**config.mk**
```make
export PLATFORM = sky130hd
export DESIGN_NAME = fde_ctrl
export DESIGN_NICKNAME = d
export VERILOG_FILES = /design/src/sv/fde_pkg.sv /design/src/sv/fde_ctrl.sv
export SDC_FILE = /design/constraint.sdc
export NUM_CORES = 1
export LEC_CHECK = 0
export ABC_CLOCK_PERIOD_IN_PS = 1710
export BUFFER_PORTS_ARGS = -buffer_cell sky130_fd_sc_hd__buf_2
export CAP_MARGIN = 20
export CORE_AREA = 10 10 59 61
export DETAILED_ROUTE_END_ITERATION = 8
export DIE_AREA = 0 0 69 71
export PLACE_DENSITY = 0.71
export RECOVER_POWER = 50
export SLEW_MARGIN = 20
export SYNTH_ARGS = -nofsm -noshare
export SYNTH_HDL_FRONTEND = slang
export SYNTH_SLANG_ARGS = --single-unit
```
**constraint.sdc**
```tcl
create_clock -name clk -period 1.71 [get_ports clk]
set_input_delay 0.342 -clock clk [delete_from_list [all_inputs] [get_ports clk]]
set_output_delay 0.342 -clock clk [all_outputs]
set_load 0.005 [all_outputs]
```
**src/sv/fde_pkg.sv**
```systemverilog
// shared types and constants of the framebuffer draw engine
// request and response payloads, opcodes, register indexes, control/status bundles
// no dependencies
package fde_pkg;

  localparam int IN_W      = 12;   // width of the signed coordinate fields
  localparam int CW        = 14;   // internal coordinate width, holds every sum
  localparam int COLOR_W   = 32;
  localparam int CNT_W     = 17;
  localparam int AREA_W    = 9;
  localparam int CFG_IDX_W = 2;
  localparam int CFG_DW    = 32;
  localparam int SQ_IN_W   = 24;   // radicand width for the circle spans
  localparam int SQ_ROOT_W = 12;

  localparam logic [2:0] OP_READ   = 3'd0;
  localparam logic [2:0] OP_WRITE  = 3'd1;
  localparam logic [2:0] OP_RECT   = 3'd2;
  localparam logic [2:0] OP_CIRCLE = 3'd3;
  localparam logic [2:0] OP_LINE   = 3'd4;
  localparam logic [2:0] OP_CLEAR  = 3'd5;

  localparam logic [CFG_IDX_W-1:0] REG_AREA_WIDTH  = 2'd0;
  localparam logic [CFG_IDX_W-1:0] REG_AREA_HEIGHT = 2'd1;
  localparam logic [CFG_IDX_W-1:0] REG_CLIP_ENABLE = 2'd2;
  localparam logic [CFG_IDX_W-1:0] REG_FILL_COLOR  = 2'd3;

  localparam logic [AREA_W-1:0] AREA_RESET = 9'd256;

  typedef logic signed [CW-1:0] coord_t;

  typedef struct packed {
    logic [2:0]              req_type;
    logic signed [IN_W-1:0]  x_a;
    logic signed [IN_W-1:0]  y_a;
    logic signed [IN_W-1:0]  x_b;
    logic signed [IN_W-1:0]  y_b;
    logic [COLOR_W-1:0]      draw_color;
  } req_t;

  typedef struct packed {
    logic [COLOR_W-1:0] read_color;
    logic [CNT_W-1:0]   pixels_written;
    logic               range_error;
  } rsp_t;

  // controller to datapath
  typedef struct packed {
    logic load;
    logic rd_issue;
    logic rd_take;
    logic put;
    logic rect_init;
    logic rect_next;
    logic circ_init;
    logic circ_sq;
    logic sqrt_start;
    logic circ_span;
    logic col_next;
    logic row_next;
    logic line_init;
    logic div_start_x;
    logic div_start_y;
    logic take_x;
    logic take_y;
    logic line_pos;
    logic clr_step;
    logic clr_zero;
    logic rsp_load;
  } cmd_t;

  // datapath to controller
  typedef struct packed {
    logic pix_in;
    logic rect_empty;
    logic rect_last;
    logic circ_none;
    logic span_empty;
    logic col_last;
    logic row_last;
    logic sqrt_done;
    logic line_zero;
    logic div_done;
    logic line_last;
    logic clr_last;
  } sts_t;

endpackage

```
**src/sv/fde_ctrl.sv**
```systemverilog
// controller: sequences each command over the datapath, owns the handshakes
// uses fde_pkg
module fde_ctrl (
  input  logic          clk,
  input  logic          rst,
  input  logic          req_valid,
  output logic          req_ready,
  input  logic [2:0]    req_type,
  output logic          rsp_valid,
  input  logic          rsp_ready,
  output fde_pkg::cmd_t cmd,
  input  fde_pkg::sts_t sts
);
  import fde_pkg::*;

  localparam logic [4:0] S_INIT   = 5'd0;
  localparam logic [4:0] S_IDLE   = 5'd1;
  localparam logic [4:0] S_RD     = 5'd2;
  localparam logic [4:0] S_RD2    = 5'd3;
  localparam logic [4:0] S_WR     = 5'd4;
  localparam logic [4:0] S_RINIT  = 5'd5;
  localparam logic [4:0] S_RECT   = 5'd6;
  localparam logic [4:0] S_CINIT  = 5'd7;
  localparam logic [4:0] S_CSQ    = 5'd8;
  localparam logic [4:0] S_CSQRT0 = 5'd9;
  localparam logic [4:0] S_CSQRT  = 5'd10;
  localparam logic [4:0] S_CSPAN  = 5'd11;
  localparam logic [4:0] S_CPIX   = 5'd12;
  localparam logic [4:0] S_LINIT  = 5'd13;
  localparam logic [4:0] S_LCHK   = 5'd14;
  localparam logic [4:0] S_LDX    = 5'd15;
  localparam logic [4:0] S_LDY    = 5'd16;
  localparam logic [4:0] S_LPOS   = 5'd17;
  localparam logic [4:0] S_LPUT   = 5'd18;
  localparam logic [4:0] S_CLR    = 5'd19;
  localparam logic [4:0] S_DONE   = 5'd20;

  logic [4:0] state, state_next;

  always_comb begin
    cmd        = '0;
    state_next = state;
    req_ready  = 1'b0;
    case (state)
      S_INIT: begin
        cmd.clr_step = 1'b1;
        cmd.clr_zero = 1'b1;
        if (sts.clr_last) state_next = S_IDLE;
      end
      S_IDLE: begin
        req_ready = 1'b1;
        if (req_valid) begin
          cmd.load = 1'b1;
          case (req_type)
            OP_READ:   state_next = S_RD;
            OP_WRITE:  state_next = S_WR;
            OP_RECT:   state_next = S_RINIT;
            OP_CIRCLE: state_next = S_CINIT;
            OP_LINE:   state_next = S_LINIT;
            OP_CLEAR:  state_next = S_CLR;
            default:   state_next = S_DONE;
          endcase
        end
      end
      S_RD: begin
        cmd.rd_issue = 1'b1;
        state_next   = sts.pix_in ? S_RD2 : S_DONE;
      end
      S_RD2: begin
        cmd.rd_take = 1'b1;
        state_next  = S_DONE;
      end
      S_WR: begin
        cmd.put    = 1'b1;
        state_next = S_DONE;
      end
      S_RINIT: begin
        cmd.rect_init = 1'b1;
        state_next    = S_RECT;
      end
      S_RECT: begin
        if (sts.rect_empty) begin
          state_next = S_DONE;
        end else begin
          cmd.put = 1'b1;
          if (sts.rect_last) state_next = S_DONE;
          else cmd.rect_next = 1'b1;
        end
      end
      S_CINIT: begin
        if (sts.circ_none) begin
          state_next = S_DONE;
        end else begin
          cmd.circ_init = 1'b1;
          state_next    = S_CSQ;
        end
      end
      S_CSQ: begin
        cmd.circ_sq = 1'b1;
        state_next  = S_CSQRT0;
      end
      S_CSQRT0: begin
        cmd.sqrt_start = 1'b1;
        state_next     = S_CSQRT;
      end
      S_CSQRT: begin
        if (sts.sqrt_done) state_next = S_CSPAN;
      end
      S_CSPAN: begin
        cmd.circ_span = 1'b1;
        state_next    = S_CPIX;
      end
      S_CPIX: begin
        cmd.put = !sts.span_empty;
        if (sts.span_empty || sts.col_last) begin
          if (sts.row_last) begin
            state_next = S_DONE;
          end else begin
            cmd.row_next = 1'b1;
            state_next   = S_CSQ;
          end
        end else begin
          cmd.col_next = 1'b1;
        end
      end
      S_LINIT: begin
        cmd.line_init = 1'b1;
        state_next    = S_LCHK;
      end
      S_LCHK: begin
        if (sts.line_zero) begin
          state_next = S_DONE;
        end else begin
          cmd.div_start_x = 1'b1;
          state_next      = S_LDX;
        end
      end
      S_LDX: begin
        if (sts.div_done) begin
          cmd.take_x      = 1'b1;
          cmd.div_start_y = 1'b1;
          state_next      = S_LDY;
        end
      end
      S_LDY: begin
        if (sts.div_done) begin
          cmd.take_y = 1'b1;
          state_next = S_LPOS;
        end
      end
      S_LPOS: begin
        cmd.line_pos = 1'b1;
        state_next   = S_LPUT;
      end
      S_LPUT: begin
        cmd.put    = 1'b1;
        state_next = sts.line_last ? S_DONE : S_LPOS;
      end
      S_CLR: begin
        cmd.clr_step = 1'b1;
        if (sts.clr_last) state_next = S_DONE;
      end
      S_DONE: begin
        if (!rsp_valid || rsp_ready) begin
          cmd.rsp_load = 1'b1;
          state_next   = S_IDLE;
        end
      end
      default: state_next = S_IDLE;
    endcase
  end

  always_ff @(posedge clk) begin
    if (rst) begin
      state     <= S_INIT;
      rsp_valid <= 1'b0;
    end else begin
      state <= state_next;
      if (cmd.rsp_load) rsp_valid <= 1'b1;
      else if (rsp_ready) rsp_valid <= 1'b0;
    end
  end

  a_one_write_source: assert property (@(posedge clk) disable iff (rst)
    !(cmd.put && cmd.clr_step))
    else $error("pixel write and sweep write in the same cycle");

  a_rsp_slot_free: assert property (@(posedge clk) disable iff (rst)
    cmd.rsp_load |-> (!rsp_valid || rsp_ready))
    else $error("result register overwritten while still held");

  a_busy_after_accept: assert property (@(posedge clk) disable iff (rst)
    (req_valid && req_ready) |=> !req_ready)
    else $error("accepted a second transaction before finishing the first");

endmodule

```
# ---- Word level (Yosys, flattened, before mapping)
# Index checks and enable logic that the tools add are counted.
dict set report op_classes {
  order_cmp 0
  shift 0
  n_eq_ne 34
  reduce_logical 11
  n_mux 51
  div_mod_pow 0
  add_sub_neg 0
  bitwise_logic 0
  n_mul 0
}
# operator n
set ops {}
lappend ops {{case mux 5 bit (20 select lines)} 1}
lappend ops {{2-to-1 mux 5 bit} 14}
lappend ops {{equality test 5 x 4 -> 1 bit, second input constant} 8}
lappend ops {{2-to-1 mux 1 bit} 30}
lappend ops {{case mux 5 bit (6 select lines)} 1}
lappend ops {{equality test 5 bit, second input constant} 5}
lappend ops {{equality test 5 x 3 -> 1 bit, second input constant} 4}
lappend ops {{!= test 2 bit, second input constant} 8}
lappend ops {{equality test 5 x 2 -> 1 bit, second input constant} 2}
lappend ops {{AND reduction 9 bit} 1}
lappend ops {{equality test 3 x 2 -> 1 bit, second input constant} 2}
lappend ops {{equality test 3 bit, second input constant} 2}
lappend ops {{2-to-1 mux 2 bit} 3}
lappend ops {{OR reduction 2 bit} 3}
lappend ops {{equality test 5 x 1 -> 1 bit, second input constant} 1}
lappend ops {{zero test 5 bit} 1}
lappend ops {{equality test 3 x 1 -> 1 bit, second input constant} 1}
lappend ops {{zero test 3 bit} 1}
lappend ops {{2-to-1 mux 3 bit} 1}
lappend ops {{!= test 3 bit, second input constant} 1}
lappend ops {{case mux 1 bit (3 select lines)} 1}
lappend ops {{zero test 1 bit} 2}
lappend ops {{logical OR 1 bit} 2}
lappend ops {{nonzero test 2 bit} 1}
dict set report totals {
  n_memories 0
  reg_bits 6
  latch_bits 0
  ramBits 0
  elab_cells 98
  mem_bits_ro 0
}

# ---- Logic depth before layout (Yosys ltp)
# Gate-level depths: netlist (run 1).
dict set report depth {
  word_depth 5
  ltp_mapped 8
  ltp_nobuf 6
}

# ---- Least setup slack after synthesis (run 1)
# Ideal clock, no wire load.
dict set report synth_path {
  path_kind {reg2out}
  startpoint {register state[4]}
  endpoint {output cmd[0] in the netlist's numbering}
  t_arrival_ns 1.436
  required_ns 1.368
  stages_incl_launch_ff 5
  setup_slack_ns -0.068
  path_cell_list {dfxtp_1 -> clkbuf_1 -> inv_1 -> or4_1 -> nor2b_1}
}
# element line
set synth_lines {}
lappend synth_lines {{start: declaration} fde_ctrl.sv:38} ;# logic [4:0] state, state_next;
lappend synth_lines {{start signal: assignment} fde_ctrl.sv:178} ;# state <= state_next;
lappend synth_lines {{end: declaration} fde_ctrl.sv:11} ;# output fde_pkg::cmd_t cmd,

==> results of run 1 <==
[cells in the mapped netlist (all sizes together) (3+ instances only)]
master / instances / area [µm²]
nand2b: 8 / 50.05
nor3: 8 / 40.04
nand2: 6 / 22.52
nor4: 7 / 65.06
buf: 5 / 33.78
a211oi: 3 / 27.52
clkbuf: 7 / 26.28
a211o: 3 / 26.28
a21oi: 8 / 40.04
or3b: 4 / 37.54
o22a: 3 / 26.28
a311oi: 3 / 32.53
nor2: 20 / 77.58
inv: 6 / 22.52
nor2b: 5 / 31.28
dfxtp: 6 / 120.1
[sequential cells by signal, summed over array words and instances, names as in the netlist]
| name | flops |
|---|---|
| state | 5 |
| rsp_valid | 1 |
[routing by layer]
layer,track usage,vias up,part of all wire
met1,0.1814,728,0.38
met2,0.3110,120,0.48
li1,-,679,-
met5,0,-,0
met4,0.08054,0,0.047
met3,0.04881,24,0.096
[worst register-to-register path, cell delays in order, from the launching register on]
cell,delay (ns)
dfxtp_4,0.37
buf_6,0.14
nand2b_1,0.17
buf_6,0.17
nor2_4,0.07
buf_4,0.13
buf_4,0.13
a211o_1,0.29
o2111ai_2,0.20
o31ai_2,0.09
[power groups by stage]
| stage | combinational [mW] | sequential, mW | clock, mW |
|---|---|---|---|
| 2_1_floorplan | 0.940 | 0.228 | 0 |
| 3_5_place_dp | 1.59 | 0.246 | 0 |
| 5_1_grt | 2.72 | 0.284 | 0.159 |
| 4_1_cts | 1.98 | 0.261 | 0.146 |
| 6_report | 2.61 | 0.283 | 0.151 |
| 3_3_place_gp | 1.56 | 0.245 | 0 |
[cells by family (layout without fill, tap and decap cells)]
kind of cell / Yosys count / in the layout / synth area share
simple gates: 73 / 73 / 0.4594
compound gates: 34 / 34 / 0.2736
mux: 1 / 1 / 0.01047
flops: 6 / 6 / 0.1257
fa+ha+maj: 2 / 2 / 0.02617
buf+inv: 18 / 104 / 0.08639
xor+xnor: 2 / 2 / 0.01833
[final cells by class]
type	instances	area [µm²]	share of cell area
flip-flops and latches	6	137.6	0.07147
multi-input cells	112	1013	0.5263
repair buffers	95	691.9	0.3593
well taps	30	37.54	0.01949
clock buffers	3	22.52	0.01170
inverters	6	22.52	0.01170
[cell usage in the layout (no fill, tap or decap), types with 4 or more instances in the layout]
master	instances
nor2_4	9
nor2_1	8
buf_4	36
nand2b_1	7
dfxtp_4	4
nor3_2	5
a21oi_1	7
nand2_1	6
buf_2	39
buf_6	18
nor2b_1	4
inv_1	6
[what timing repair did]
action	in CTS	in global routing
buffers inserted	15	8
pin swaps	10	8
resized for setup	33	47
setup endpoints to repair	27	27
[worst max path at each step]
stage	startpoint	end	slack (ns)
finish	state[1]	cmd[9]	-0.26
global route	state[1]	cmd[9]	-0.29
CTS	state[2]	cmd[17]	-0.17
detailed placement	sts[10]	state[3]	-0.14
global placement	sts[10]	state[3]	-0.06
floorplan	rsp_ready	state[3]	-0.01
==> flow_summary.toml, run 1 <==
[final_layout]
drive_gt1_frac = 0.6847
utilization = 0.8066
area_growth_syn_to_layout_pct = 101.4
final_area_um2 = 1926
final_cells = 252
nFillCells = 122
nets = 245
antenna_cells = 0

[synth]
synthCells = 136
synth.ff_latch_count = 6
synthDistinctLibCells = 53
synth-edff-count = 0
netlist_area_um2 = 955.9
seq_area_frac_synth = 0.1257
ys.warnings.count = 0
async_flop_share = 0
syn_avg_cell_area_um2 = 7.029
syn_nets = 157
synthFlopType = "dfxtp_1"

[power]
p_comb_frac = 0.857
swShare = 0.4630
pwr-share-seq = 0.093
p_int_mw = 1.633
power.leakage_nw = 0.8577
p_clk_frac = 0.050
netSwitchingPower_mw = 1.408
peakVddDrop_mv = 1.082
powerDensity_nw_per_um2 = 1579
power.total_mw = 3.040

[timing]
hold_slack_ns = 0.3414
maxSlewViolCount = 0
hold_viol = 0
setup_viol_count_final = 27
timing.final.crit_share = 1.151
fin_crit_ns = 1.969
setup_tns_ns = -3.648
finClkSkew_ns = 0.004905
setup_ws_ns = -0.2585
max_freq_mhz = 508.0
tightest_slew_ns = 0.5159
slew_headroom = 0.6529
rsz0062_at_grt = "yes"

[clocking]
hold_buffers = 0
root_buffer = "clkbuf_4"
cts_made_buffers = 3
clockBufferDepth = 2
tritoncts = "done"
clkSlewWorstSetupHoldPaths_ns = 0.06
clk_latency_ns = 0.26
cts_sinks = 6
htreeDepth = 1

[critical_path]
r2r_end = "state[4]"
timing.critical_path.buf_inv = 1
crit_chain = "or3b_4, or2_4, nor3_2, buf_2"
crit_fanout = 11
arrival_ns = 1.63
worstSetupPathType = "reg2out"
crit-reg2reg-launch = "state[3]"
crit_required_ns = 1.37
cp-end-kind = "output port"
crit_cells = 4
worstSetupStartpointType = "register"
path_delay_family = "simple AND/OR/NAND/NOR gates"
cp_slowest_cell = "or3b_4"
cpPeakStageDelay_ns = 0.40
reg2reg_slack_ns = -0.18
r2r_cells = 9

[place]
post_dp_cell_area_um2 = 1415
hpwl_um = 2972
place_ws_ns = -0.1375
gp_congestion = 0.9091
dpl.cell_count = 227
io_buffers = 41

[global_routing]
grt_max_degree = 14
antenna_found_initial = 0
grt-ovfl-total = 0
grt_pass1_vias = 1467
grt_pass1_wl_um = 7224
grt_use_total = 0.1727

[routing]
drt_iter0_markers = 173
dr.pass1.iters = 4
vias = 1551
wl_per_cell_um = 21.71
wirelength_um = 5472
drc = 0
ant_nets = 0
viasPerCell = 6.155

[floorplanning]
io_pins = 42
die-area_um2 = 4899
coreArea_um2 = 2387
initial_core_util = 0.4004
die_x_um = 69
row_count = 18
die_height_um = 71

[status]
status = "finished, violations left"
violations = "setup timing"

[worst_hold_path]
hold_path.class = "in2reg"
hold_start = "rst"
hold_end = "state[2]"
min_path_cells = 2

[flow_run]
cap_violations = 0
Note: power is estimated with default switching activity, not from simulation.
==> run 2: changes to the inputs <==
--- a/config.mk
+++ b/config.mk
@@ -11,8 +11,9 @@
 export CORE_AREA = 10 10 59 61
 export DETAILED_ROUTE_END_ITERATION = 8
 export DIE_AREA = 0 0 69 71
-export PLACE_DENSITY = 0.71
+export PLACE_DENSITY = 0.73
 export RECOVER_POWER = 50
+export SKIP_LAST_GASP = 1
 export SLEW_MARGIN = 20
 export SYNTH_ARGS = -nofsm -noshare
 export SYNTH_HDL_FRONTEND = slang
==> flow_summary.toml, run 2 (synthesis results as in run 1) <==
[status]
status = "finished, violations left"
violations = "setup timing"

[place]
io_buffers = 41
place_ws_ns = -0.1408
gp_congestion = 0.9127
post_dp_cell_area_um2 = 1423
hpwl_um = 3030

[timing]
setup_viol_count_final = 27
rsz0062_at_grt = "yes"
finClkSkew_ns = 0.01450
tightest_slew_ns = 0.5493
max_freq_mhz = 497.2
setup_ws_ns = -0.3013
timing.final.crit_share = 1.176
hold_viol = 0
fin_crit_ns = 2.011
maxSlewViolCount = 0
slew_headroom = 0.6305

[power]
power.leakage_nw = 0.8618
netSwitchingPower_mw = 1.452
p_clk_frac = 0.053
p_comb_frac = 0.852
swShare = 0.4702
p_int_mw = 1.636
peakVddDrop_mv = 1.063
powerDensity_nw_per_um2 = 1618
pwr-share-seq = 0.094

[global_routing]
grt_max_degree = 16
grt-ovfl-total = 0
grt_use_total = 0.1889
grt_pass1_vias = 1589
grt_pass1_wl_um = 7817
antenna_found_initial = 0

[final_layout]
final_cell_mix = "buf_2 (40), buf_4 (38), buf_6 (19)"
regMostFlops = "state"
antenna_cells = 0
drive_gt1_frac = 0.6622
nFillCells = 139
nets = 248
final_area_um2 = 1908
final_common_cell = "buf_2"
multi_input_area_um2 = 970.9
area_growth_syn_to_layout_pct = 99.61
seqCellArea_um2 = 135.1
reg_top3 = "state (5), rsp_valid (1)"
largest_register_ffs = 5

[critical_path]
cp-end-kind = "register"
crit-reg2reg-launch = "state[2]"
crit_chain = "buf_12, or4b_4, buf_6, nor3_4, nor4_4, buf_4, a21oi_1, a311oi_2"
timing.critical_path.buf_inv = 3
path_delay_family = "simple AND/OR/NAND/NOR gates"
worstSetupPathType = "reg2reg"
arrival_ns = 2.17
crit_fanout = 5
crit_required_ns = 1.86
worstSetupStartpointType = "register"
cpPeakStageDelay_ns = 0.52
cp_slowest_cell = "or4b_4"
worstSetupStartpoint = "state[2]"

[routing]
drt_iter0_markers = 209
drc = 0
vias = 1696
dr.pass1.iters = 7
wirelength_um = 6112
viasPerCell = 6.651
ant_nets = 0
wl_per_cell_um = 23.97

[clocking]
clk_latency_ns = 0.29
cts_sinks = 6
clkSlewWorstSetupHoldPaths_ns = 0.07
cts_made_buffers = 3
clockBufferDepth = 2
htreeDepth = 1
tritoncts = "done"
root_buffer = "clkbuf_4"

[worst_hold_path]
hold_path.class = "in2reg"
hold_start = "rst"

[floorplanning]
io_pins = 42
die-area_um2 = 4899
row_count = 18
die_x_um = 69
die_height_um = 71
initial_core_util = 0.4004
coreArea_um2 = 2387

[flow_run]
cap_violations = 0
==> run 2: changes by cell type in the layout (fill, tap and decap cells not counted), sizes merged <==
cell / previous run / this run
buf: 94 / 98
clkbuf: 4 / 3
==> run 2: through the flow <==
step	setup TNS (ns)	std cells	hold WS [ns]	utilization	total power, mW
after floorplan	-0.02088	136	0.4037	-	1.168
after global placement	-0.2948	228	0.4833	0.5959	1.819
after detailed placement	-0.6041	228	0.5113	0.5959	1.859
after CTS	-2.424	251	0.3407	0.7516	2.642
after global routing	-5.753	255	0.3590	0.7993	3.192
final	-4.631	255	0.3489	0.7993	3.087
==> run 2: final timing paths <==
check | to | slack [ns] | cells past startpoint
worst max-delay path | state[3] | -0.30 | 8
worst min-delay path | state[2] | 0.35 | 2
worst max register to register | state[3] | -0.30 | 8
worst min register to register | rsp_valid | 0.56 | 2
==> run 2: routing by layer <==
metal  GRT usage  wire length, µm  vias up
met5           0                0        -
met4      0.1208              387        0
met3     0.06276              834       53
met2      0.3354             2752      196
met1      0.1852             2137      760
li1            -                -      687
==> run 2: what timing repair did <==
| action | in CTS | in global routing |
|---|---|---|
| gates cloned | 0 | 0 |
| resized for setup | 52 | 19 |
| hold buffers | 0 | 0 |
| setup buffers | 21 | 4 |
| pin swaps | 17 | 7 |
| endpoints found under the setup margin | 27 | 27 |
| hold endpoints to repair | 0 | 0 |
==> run 2: area by class of cell <==
class	instances	share of cell area
repair buffers	98	0.3770
inverters	6	0.01180
well taps	30	0.01967
clock buffers	3	0.01180
flip-flops and latches	6	0.07082
multi-input cells	112	0.5089
==> run 2: worst reg2reg max path: cells and delay by family (launching register included) <==
family / cells / cell delay (ns)
AND/OR/NAND/NOR: 3 / 0.78
buffers and inverters: 3 / 0.44
flip-flops: 1 / 0.35
AO/OA/AOI/OAI: 2 / 0.33
==> run 2: power by group through the flow <==
stage	Combinational [mW]	Sequential [mW]	Clock (mW)
2_1_floorplan	0.940	0.228	0
3_3_place_gp	1.57	0.247	0
3_5_place_dp	1.61	0.249	0
4_1_cts	2.22	0.266	0.153
5_1_grt	2.73	0.293	0.171
6_report	2.63	0.291	0.165
==> run 3: changes to the inputs <==
--- a/config.mk
+++ b/config.mk
@@ -5,13 +5,12 @@
 export SDC_FILE = /design/constraint.sdc
 export NUM_CORES = 1
 export LEC_CHECK = 0
-export ABC_CLOCK_PERIOD_IN_PS = 1710
 export BUFFER_PORTS_ARGS = -buffer_cell sky130_fd_sc_hd__buf_2
 export CAP_MARGIN = 20
-export CORE_AREA = 10 10 59 61
+export CORE_AREA = 10 10 55 57
 export DETAILED_ROUTE_END_ITERATION = 8
-export DIE_AREA = 0 0 69 71
-export PLACE_DENSITY = 0.73
+export DIE_AREA = 0 0 65 67
+export PLACE_DENSITY = 0.91
 export RECOVER_POWER = 50
 export SKIP_LAST_GASP = 1
 export SLEW_MARGIN = 20
==> constraint.sdc (replaced) <==
create_clock -name clk -period 2.38 [get_ports clk]
set_input_delay 0.476 -clock clk [delete_from_list [all_inputs] [get_ports clk]]
set_output_delay 0.476 -clock clk [all_outputs]
set_load 0.005 [all_outputs]
==> flow_summary.toml, run 3 (synthesis results as in run 1) <==
[status]
status = "finished clean"

[critical_path]
worstSetupStartpointType = "register"
worstSetupPathType = "reg2reg"
cpPeakStageDelay_ns = 0.68
crit_chain = "buf_4, or3b_1, nor3_1, nor4_1, and2_0, a311oi_1"
crit_required_ns = 2.48
crit_fanout = 10
cp_slowest_cell = "nor4_1"
path_delay_family = "simple AND/OR/NAND/NOR gates"
timing.critical_path.buf_inv = 1
arrival_ns = 2.37
cp-end-kind = "register"

[final_layout]
largest_register_ffs = 5
antenna_cells = 0
nets = 198
final_cell_mix = "buf_2 (39), nor2_1 (19), nand2b_1 (8), nor3_1 (8), a21oi_1 (8)"
reg_top3 = "state (5), rsp_valid (1)"
final_cells = 202
drive_gt1_frac = 0.3429
final_common_cell = "buf_2"
area_growth_syn_to_layout_pct = 25.52
regMostFlops = "state"
final_area_um2 = 1200

[clocking]
clk_latency_ns = 0.25
tritoncts = "done"
htreeDepth = 1
post_cts_buffers = 0
clockBufferDepth = 2
cts_resized = 0
cts_sinks = 6
clkSlewWorstSetupHoldPaths_ns = 0.05
cts_made_buffers = 3
root_buffer = "clkbuf_4"
hold_buffers = 0

[routing]
ant_nets = 0
drc = 0
viasPerCell = 6.158
wirelength_um = 3428
dr.pass1.iters = 4
vias = 1244
drt_iter0_markers = 50
wl_per_cell_um = 16.97

[global_routing]
grt_pass1_vias = 1180
grt-ovfl-total = 0
antenna_found_initial = 0
grt_use_total = 0.1470
grt_max_degree = 19
grt_pass1_wl_um = 5319

[timing]
tightest_slew_ns = 0.8099
setup_tns_ns = 0
fin_crit_ns = 2.272
max_freq_mhz = 440.1
finClkSkew_ns = 0.004282
maxSlewViolCount = 0
hold_viol = 0
setup_viol_count_final = 0
rsz0062_at_grt = "no"
timing.final.crit_share = 0.9547
slew_headroom = 0.4551

[place]
dpl.cell_count = 199
io_buffers = 41
gp_congestion = 0.8930
post_dp_cell_area_um2 = 1187
hpwl_um = 2751

[floorplanning]
coreArea_um2 = 1942
die_height_um = 67
die_x_um = 65
io_pins = 42
initial_core_util = 0.4923
die-area_um2 = 4355
row_count = 16

[power]
peakVddDrop_mv = 0.6078
powerDensity_nw_per_um2 = 982.8
power.leakage_nw = 0.5295
power.total_mw = 1.179

[worst_hold_path]
hold_path.class = "in2reg"

[flow_run]
cap_violations = 0
-- run 3: cell types whose count changed in the layout (fill, tap and decap cells not counted), sizes merged --
cell and delta:
buf -53, clkbuf +3
-- run 3: worst paths after layout --
kind,from,to,slack [ns],cells past startpoint
max,state[2],state[3],0.11,6
min,rst,state[0],0.49,2
max reg2reg,state[2],state[3],0.11,6
min reg2reg,rsp_valid,rsp_valid,0.51,2
-- run 3: metal layers --
metal	global-route usage	routed length (µm)
met1	0.1543	1276
met2	0.2574	1741
met3	0.05351	343
met4	0.06684	66
met5	0	0
-- run 3: power breakdown --
part	total, mW	switching [mW]	internal [mW]
sequential	0.238	0.100	0.138
combinational	0.846	0.475	0.371
clock	0.0955	0.0383	0.0571
-- run 3: final cells by class --
type / instances / area, µm²
Multi-Input combinational cell: 112 / 744.5
Inverter: 6 / 22.52
Tap cell: 27 / 33.78
Sequential cell: 6 / 125.1
Timing Repair Buffer: 48 / 251.5
Fill cell: 185 / 742.0
Clock buffer: 3 / 22.52
-- run 3: stage by stage --
stage               setup WS (ns)    util  hold WS, ns
detailed placement         0.3053  0.6115       0.5050
global route              0.04307  0.6179       0.4893
global placement           0.3688  0.6115       0.4946
finish                     0.1079  0.6179       0.4893
CTS                       0.06412  0.6231       0.4834
floorplan                  0.4684       -       0.4829
